## config.mk

```make
export PLATFORM = sky130hd
export DESIGN_NAME = lru_key_value_cache
export DESIGN_NICKNAME = d
export VERILOG_FILES = /design/src/lkv_pkg.sv /design/src/lkv_cfg.sv /design/src/lkv_store.sv /design/src/lru_key_value_cache.sv
export SDC_FILE = /design/constraint.sdc
export NUM_CORES = 2
export LEC_CHECK = 0
export BUFFER_PORTS_ARGS = -buffer_cell sky130_fd_sc_hd__buf_2
export CORE_UTILIZATION = 25
export DETAILED_ROUTE_END_ITERATION = 7
export HOLD_SLACK_MARGIN = 0.05
export PLACE_DENSITY = 0.36
export SLEW_MARGIN = 20
export SYNTH_ARGS = -nofsm -noshare
export SYNTH_HDL_FRONTEND = slang
export SYNTH_SLANG_ARGS = --single-unit
```

## constraint.sdc

```tcl
create_clock -name clk -period 9.12 [get_ports clk]
set_clock_uncertainty 0.2 [all_clocks]
set_input_delay 1.824 -clock clk [delete_from_list [all_inputs] [get_ports clk]]
set_output_delay 1.824 -clock clk [all_outputs]
set_load 0.02 [all_outputs]
```

## src/lkv_pkg.sv

```systemverilog
// shared types and constants for the lru key/value cache
`default_nettype none
package lkv_pkg;

	localparam int KEY_W = 31;
	localparam int VAL_W = 31;
	localparam int OUT_W = 32;
	localparam int CAP_W = 5;
	localparam int DATA_W = 32;
	localparam int ADDR_W = 2;

	localparam logic OP_GET = 1'b0;
	localparam logic OP_PUT = 1'b1;

	localparam logic [ADDR_W-1:0] ADDR_CAPACITY = 2'd0;
	localparam logic [CAP_W-1:0] CAP_RESET = 5'd16;
	localparam logic [OUT_W-1:0] MISS_VALUE = 32'hFFFF_FFFF;

	typedef struct packed {
		logic en;
		logic op;
		logic [KEY_W-1:0] key;
		logic [VAL_W-1:0] value;
	} req_t;

	typedef struct packed {
		logic hit;
		logic [VAL_W-1:0] value;
	} look_t;

endpackage
`default_nettype wire

```

## src/lkv_cfg.sv

```systemverilog
// configuration register file with apb-style access
`default_nettype none
module lkv_cfg (
	input wire logic clk,
	input wire logic arst_n,
	input wire logic psel,
	input wire logic penable,
	input wire logic pwrite,
	input wire logic [lkv_pkg::ADDR_W-1:0] paddr,
	input wire logic [lkv_pkg::DATA_W-1:0] pwdata,
	output logic [lkv_pkg::DATA_W-1:0] prdata,
	output logic pready,
	output logic [lkv_pkg::CAP_W-1:0] capacity
);

	logic [lkv_pkg::CAP_W-1:0] cap_q;
	logic wr_en;

	assign pready = 1'b1;
	assign wr_en = psel && penable && pwrite && (paddr == lkv_pkg::ADDR_CAPACITY);

	always_ff @(posedge clk or negedge arst_n) begin
		if (!arst_n) begin
			cap_q <= lkv_pkg::CAP_RESET;
		end else if (wr_en) begin
			cap_q <= pwdata[lkv_pkg::CAP_W-1:0];
		end
	end

	always_comb begin
		prdata = '0;
		if (paddr == lkv_pkg::ADDR_CAPACITY) begin
			prdata = {{(lkv_pkg::DATA_W-lkv_pkg::CAP_W){1'b0}}, cap_q};
		end
	end

	assign capacity = cap_q;

endmodule
`default_nettype wire

```

## src/lkv_store.sv

```systemverilog
// entry array with parallel key compare and recency rank update
`default_nettype none
module lkv_store #(
	parameter int ENTRIES = 16
) (
	input wire logic clk,
	input wire logic arst_n,
	input wire logic [lkv_pkg::CAP_W-1:0] capacity,
	input wire lkv_pkg::req_t req,
	output lkv_pkg::look_t look
);

	localparam int AGE_W = (ENTRIES > 1) ? $clog2(ENTRIES) : 1;
	localparam int CW0 = $clog2(ENTRIES + 1);
	localparam int CW = (CW0 > lkv_pkg::CAP_W) ? CW0 : lkv_pkg::CAP_W;

	logic [lkv_pkg::KEY_W-1:0] key_q [ENTRIES];
	logic [lkv_pkg::VAL_W-1:0] val_q [ENTRIES];
	logic [AGE_W-1:0] age_q [ENTRIES];
	logic [ENTRIES-1:0] valid_q;

	logic [lkv_pkg::KEY_W-1:0] key_n [ENTRIES];
	logic [lkv_pkg::VAL_W-1:0] val_n [ENTRIES];
	logic [AGE_W-1:0] age_n [ENTRIES];
	logic [ENTRIES-1:0] valid_n;

	logic [ENTRIES-1:0] match;
	logic [ENTRIES-1:0] keep;
	logic [ENTRIES-1:0] free_sel;
	logic [AGE_W-1:0] old_age;
	logic [lkv_pkg::VAL_W-1:0] hit_val;
	logic [CW-1:0] cap_w;
	logic [CW-1:0] eff_cap;
	logic [CW-1:0] limit;
	logic taken;

	// effective capacity clamped to 1..ENTRIES
	always_comb begin
		cap_w = CW'(capacity);
		if (cap_w == '0) begin
			eff_cap = CW'(1);
		end else if (cap_w > CW'(ENTRIES)) begin
			eff_cap = CW'(ENTRIES);
		end else begin
			eff_cap = cap_w;
		end
		limit = eff_cap - CW'(1);
	end

	always_comb begin
		old_age = '0;
		hit_val = '0;
		taken = 1'b0;
		for (int i = 0; i < ENTRIES; i++) begin
			match[i] = valid_q[i] && (key_q[i] == req.key);
			if (match[i]) begin
				old_age = old_age | age_q[i];
				hit_val = hit_val | val_q[i];
			end
			keep[i] = valid_q[i] && (CW'(age_q[i]) < limit);
			free_sel[i] = !keep[i] && !taken;
			if (!keep[i]) begin
				taken = 1'b1;
			end
		end
	end

	assign look.hit = |match;
	assign look.value = hit_val;

	always_comb begin
		key_n = key_q;
		val_n = val_q;
		age_n = age_q;
		valid_n = valid_q;
		if (req.en && look.hit) begin
			// touch: younger live entries age by one
			for (int i = 0; i < ENTRIES; i++) begin
				if (valid_q[i] && (age_q[i] < old_age)) begin
					age_n[i] = age_q[i] + AGE_W'(1);
				end
				if (match[i]) begin
					age_n[i] = '0;
					if (req.op == lkv_pkg::OP_PUT) begin
						val_n[i] = req.value;
					end
				end
			end
		end else if (req.en && (req.op == lkv_pkg::OP_PUT)) begin
			// insert: evict past capacity, age the rest, fill first free slot
			for (int i = 0; i < ENTRIES; i++) begin
				valid_n[i] = keep[i];
				if (keep[i]) begin
					age_n[i] = age_q[i] + AGE_W'(1);
				end
				if (free_sel[i]) begin
					valid_n[i] = 1'b1;
					key_n[i] = req.key;
					val_n[i] = req.value;
					age_n[i] = '0;
				end
			end
		end
	end

	always_ff @(posedge clk or negedge arst_n) begin
		if (!arst_n) begin
			valid_q <= '0;
			for (int i = 0; i < ENTRIES; i++) begin
				age_q[i] <= '0;
			end
		end else begin
			valid_q <= valid_n;
			age_q <= age_n;
		end
	end

	always_ff @(posedge clk) begin
		key_q <= key_n;
		val_q <= val_n;
	end

endmodule
`default_nettype wire

```

## src/lru_key_value_cache.sv

```systemverilog
// top level of the lru key/value cache: input stage, entry store, result register
//
//   channel   direction  handshake             payload
//   in        sink       in_valid / in_stall   op, key, value
//   out       source     out_valid / out_stall hit, read_value
//   cfg       apb        psel/penable/pready   paddr, pwdata, prdata
//
// one transfer accepted per cycle while in_stall is low; the whole lookup and update runs when
// the input stage is processed, as a parallel key compare and rank update over all entries.
// a get shows its result through the input stage and the result register; a put gives no result.
// reset empties the store and sets capacity to 16.
// in_stall rises only while a get waits in the input stage behind a held result.
`default_nettype none
module lru_key_value_cache #(
	parameter int ENTRIES = 16
) (
	input wire logic clk,
	input wire logic arst_n,
	input wire logic in_valid,
	output logic in_stall,
	input wire logic op,
	input wire logic [lkv_pkg::KEY_W-1:0] key,
	input wire logic [lkv_pkg::VAL_W-1:0] value,
	output logic out_valid,
	input wire logic out_stall,
	output logic hit,
	output logic signed [lkv_pkg::OUT_W-1:0] read_value,
	input wire logic psel,
	input wire logic penable,
	input wire logic pwrite,
	input wire logic [lkv_pkg::ADDR_W-1:0] paddr,
	input wire logic [lkv_pkg::DATA_W-1:0] pwdata,
	output logic [lkv_pkg::DATA_W-1:0] prdata,
	output logic pready
);

	logic [lkv_pkg::CAP_W-1:0] capacity;
	logic valid_s1;
	logic op_s1;
	logic [lkv_pkg::KEY_W-1:0] key_s1;
	logic [lkv_pkg::VAL_W-1:0] value_s1;
	logic out_valid_q;
	logic hit_q;
	logic [lkv_pkg::OUT_W-1:0] read_value_q;
	logic proc;
	logic load;
	lkv_pkg::req_t req;
	lkv_pkg::look_t look;

	lkv_cfg u_cfg (
		.clk(clk),
		.arst_n(arst_n),
		.psel(psel),
		.penable(penable),
		.pwrite(pwrite),
		.paddr(paddr),
		.pwdata(pwdata),
		.prdata(prdata),
		.pready(pready),
		.capacity(capacity)
	);

	assign proc = valid_s1 && ((op_s1 == lkv_pkg::OP_PUT) || !out_valid_q || !out_stall);
	assign in_stall = valid_s1 && !proc;
	assign load = in_valid && !in_stall;

	assign req.en = proc;
	assign req.op = op_s1;
	assign req.key = key_s1;
	assign req.value = value_s1;

	lkv_store #(
		.ENTRIES(ENTRIES)
	) u_store (
		.clk(clk),
		.arst_n(arst_n),
		.capacity(capacity),
		.req(req),
		.look(look)
	);

	always_ff @(posedge clk or negedge arst_n) begin
		if (!arst_n) begin
			valid_s1 <= 1'b0;
		end else if (load) begin
			valid_s1 <= 1'b1;
		end else if (proc) begin
			valid_s1 <= 1'b0;
		end
	end

	always_ff @(posedge clk) begin
		if (load) begin
			op_s1 <= op;
			key_s1 <= key;
			value_s1 <= value;
		end
	end

	always_ff @(posedge clk or negedge arst_n) begin
		if (!arst_n) begin
			out_valid_q <= 1'b0;
		end else if (proc && (op_s1 == lkv_pkg::OP_GET)) begin
			out_valid_q <= 1'b1;
		end else if (!out_stall) begin
			out_valid_q <= 1'b0;
		end
	end

	always_ff @(posedge clk) begin
		if (proc && (op_s1 == lkv_pkg::OP_GET)) begin
			hit_q <= look.hit;
			read_value_q <= look.hit ? {1'b0, look.value} : lkv_pkg::MISS_VALUE;
		end
	end

	assign out_valid = out_valid_q;
	assign hit = hit_q;
	assign read_value = read_value_q;

endmodule
`default_nettype wire
```

==> reports/metrics.cfg <==
[outcome]
status = completed

[logic_synthesis]
synthesis.instances = 3437
synth_area_leaders = edfxtp_1 (64%), xnor2_1 (7.9%), dfrtp_1 (4.2%)
yosys.area.top_type_share = 0.640
synth_seq_area_share = 0.683
syn_avg_cell_area_um2 = 14.9
synth_common_cells = edfxtp_1 (1088), xnor2_1 (460), nand4_1 (274), ha_1 (113), nand2_1 (113)
ys_types = 92
synth_edf_count = 1088
ys_async_sr_fraction = 0.0740
yosys_warnings = 0
synth_most_common_cell = edfxtp_1
synth_top_cell_by_area = edfxtp_1
ys_ff_latch = 1175
synth_area_um2 = 51000
synth_ff_type = edfxtp_1

[grt]
grt_overflow = 0
grt_pass1_vias = 31500
antenna_found_initial = 8
grt_use_total = 0.175
grt_max_degree = 50
grt_pass1_wl_um = 253000

[timing]
fin_crit_ps = 7040
slew_viol_final = 0
tns_ps = 0
hold_viol = 0
fin_crit_sh = 0.772
setup_viol = 0
slew_headroom = 0.202
worst_pin_slew_ps = 1190
max_freq_mhz = 142
rsz0062_at_grt = no

[die]
fp-row-count = 165
io_pins = 172
start_util = 0.252
die_area_um2 = 206000
die_x_um = 454
die_h_um = 454
core_area_um2 = 203000

[cts]
postCtsHoldBufs = 0
cts_resized = 0
clock_sinks = 1175
clk_latency_ps = 790
cts_buffers = 145
cts_tree = done
clk_pin_slew_ps = 60
clk_path_buf_depth = 3
cts_max_level = 4
cts_root_buffer = clkbuf_16
cts_setup_buffers = 0

[power_and_ir_drop]
combPwrFrac = 0.110
power_density_nw_per_um2 = 226
vdd_drop_max_mv = 0.164
leakage_nw = 18.9
power.internal_mw = 9.95
switching_power_mw = 3.62
clock_power_share = 0.413
power_mw = 13.6
switching_share = 0.267
seq_power_share = 0.477

[worst_setup_path]
cp.required_ps = 9400
start_kind = register
worstReg2RegEnd = u_store.val_q[166]
r2r_start = u_cfg.capacity[4]
path_max_fanout = 21
arrival_ps = 7320
endpoint = u_store.val_q[166]
critPathLaunch = u_cfg.capacity[4]
path_class = register to register
worstSetupEndpointType = register
ff2ff_setup_slack_ps = 2080
rr_worst_depth = 17

[drt]
drc = 0
drt_iter0_markers = 2529
vias_per_cell = 4.82
dr.pass1.iters = 5
finalWirelength_um = 181000
ant_nets = 0
wire_per_inst_um = 28.0
vias = 31200

[placed_design]
hpwl_um = 111000
place_congestion = 0.803
place_area_um2 = 55400
placed_cells = 6220
portBuffers = 116

[final_layout]
n_fill_cell = 20300
nets = 3913
syn_to_final_growth_pct = 17.5
postLayoutCellArea_um2 = 60000
layout-drive-gt1-share = 0.144
fin_cells = 6484

[job]
drv_cap = 0

[hold_path]
hp-class = register to register

layout by cell type (no fill, tap or decap), types with 108 or more instances in the layout:
| master | synthesis | final |
|---|---|---|
| a22oi_1 | 108 | 108 |
| buf_2 | 27 | 115 |
| buf_4 | 58 | 137 |
| clkbuf_16 | 0 | 151 |
| edfxtp_1 | 1088 | 1088 |
| ha_1 | 113 | 113 |
| nand2_1 | 113 | 110 |
| nand3_1 | 108 | 108 |
| nand4_1 | 274 | 274 |
| xnor2_1 | 460 | 459 |
worst max-delay path, stage by stage (launching register included):
cell,delay [ps]
dfstp_2,500
or4_1,660
nand2_1,120
inv_1,70
ha_1,250
xnor2_2,600
buf_4,320
ha_1,270
nand3_1,80
a21oi_1,50
a2111oi_2,420
o22a_1,340
and4_1,640
nand3_1,390
nor2_1,270
a32oi_1,260
nor2_4,880
buf_4,350
per-layer routing:
layer / global-route usage / wire length (um)
met5: 0 / 27
met4: 0.0431 / 3590
met3: 0.0277 / 8150
met2: 0.284 / 85600
met1: 0.243 / 83900
worst min path at each step:
stage                                     to  slack, ps  cells after the start                from
final                         read_value[13]        350                      2  u_store.val_q[323]
after global routing          read_value[15]        380                      2  u_store.val_q[325]
after CTS                     read_value[13]        360                      2  u_store.val_q[323]
after detailed placement      read_value[13]        350                      2  u_store.val_q[323]
after global placement        read_value[13]        340                      2  u_store.val_q[323]
after floorplan           u_store.valid_q[0]        300                      2  u_store.valid_q[0]
sequential cells by signal (all words and copies together) (netlist names):
signal and count:
u_store.key_q 496, u_cfg.capacity 5, key_s1 31, u_store.val_q 496, op_s1 1, out_valid 1
hit 1, u_store.age_q 64, read_value 32, value_s1 31, valid_s1 1, u_store.valid_q 16
kinds of logic after synthesis:
| kind of cell | after synthesis | share of synthesized area |
|---|---|---|
| muxes | 16 | 0.00341 |
| AOI/OAI and AO/OA | 561 | 0.0821 |
| other | 2 | 0.000147 |
| adders and majority gates | 113 | 0.0277 |
| buffers and inverters | 250 | 0.0274 |
| and+or+nand+nor | 830 | 0.0924 |
| DFF | 1175 | 0.683 |
| xor gates and xnor gates | 490 | 0.0841 |
power groups by stage:
| stage | Combinational (mW) | Sequential [mW] | Clock [mW] |
|---|---|---|---|
| after CTS | 1.51 | 6.48 | 5.78 |
| after global placement | 1.50 | 6.59 | 0 |
| final | 1.49 | 6.47 | 5.61 |
| after detailed placement | 1.51 | 6.59 | 0 |
| after global routing | 1.65 | 6.50 | 5.97 |
| after floorplan | 0.932 | 6.48 | 0 |
stage by stage:
stage / worst slack [ps] / util / hold WS [ps]
floorplan: 1320 / - / 295
global placement: 2030 / 0.273 / 340
detailed placement: 2020 / 0.273 / 347
CTS: 1980 / 0.296 / 360
global route: 1780 / 0.296 / 384
finish: 2080 / 0.296 / 354
area by class of cell:
type,count,area [um^2],area share
Inverter,74,278,0.00463
Clock buffer,193,4000,0.0666
Sequential cell,1175,34800,0.581
Timing Repair Buffer,262,1810,0.0302
Tap cell,2672,3340,0.0557
Antenna cell,1,2.50,0.0000417
Multi-Input combinational cell,2038,15100,0.252
Clock inverter,69,559,0.00933
(Power assumes the default switching activity.)
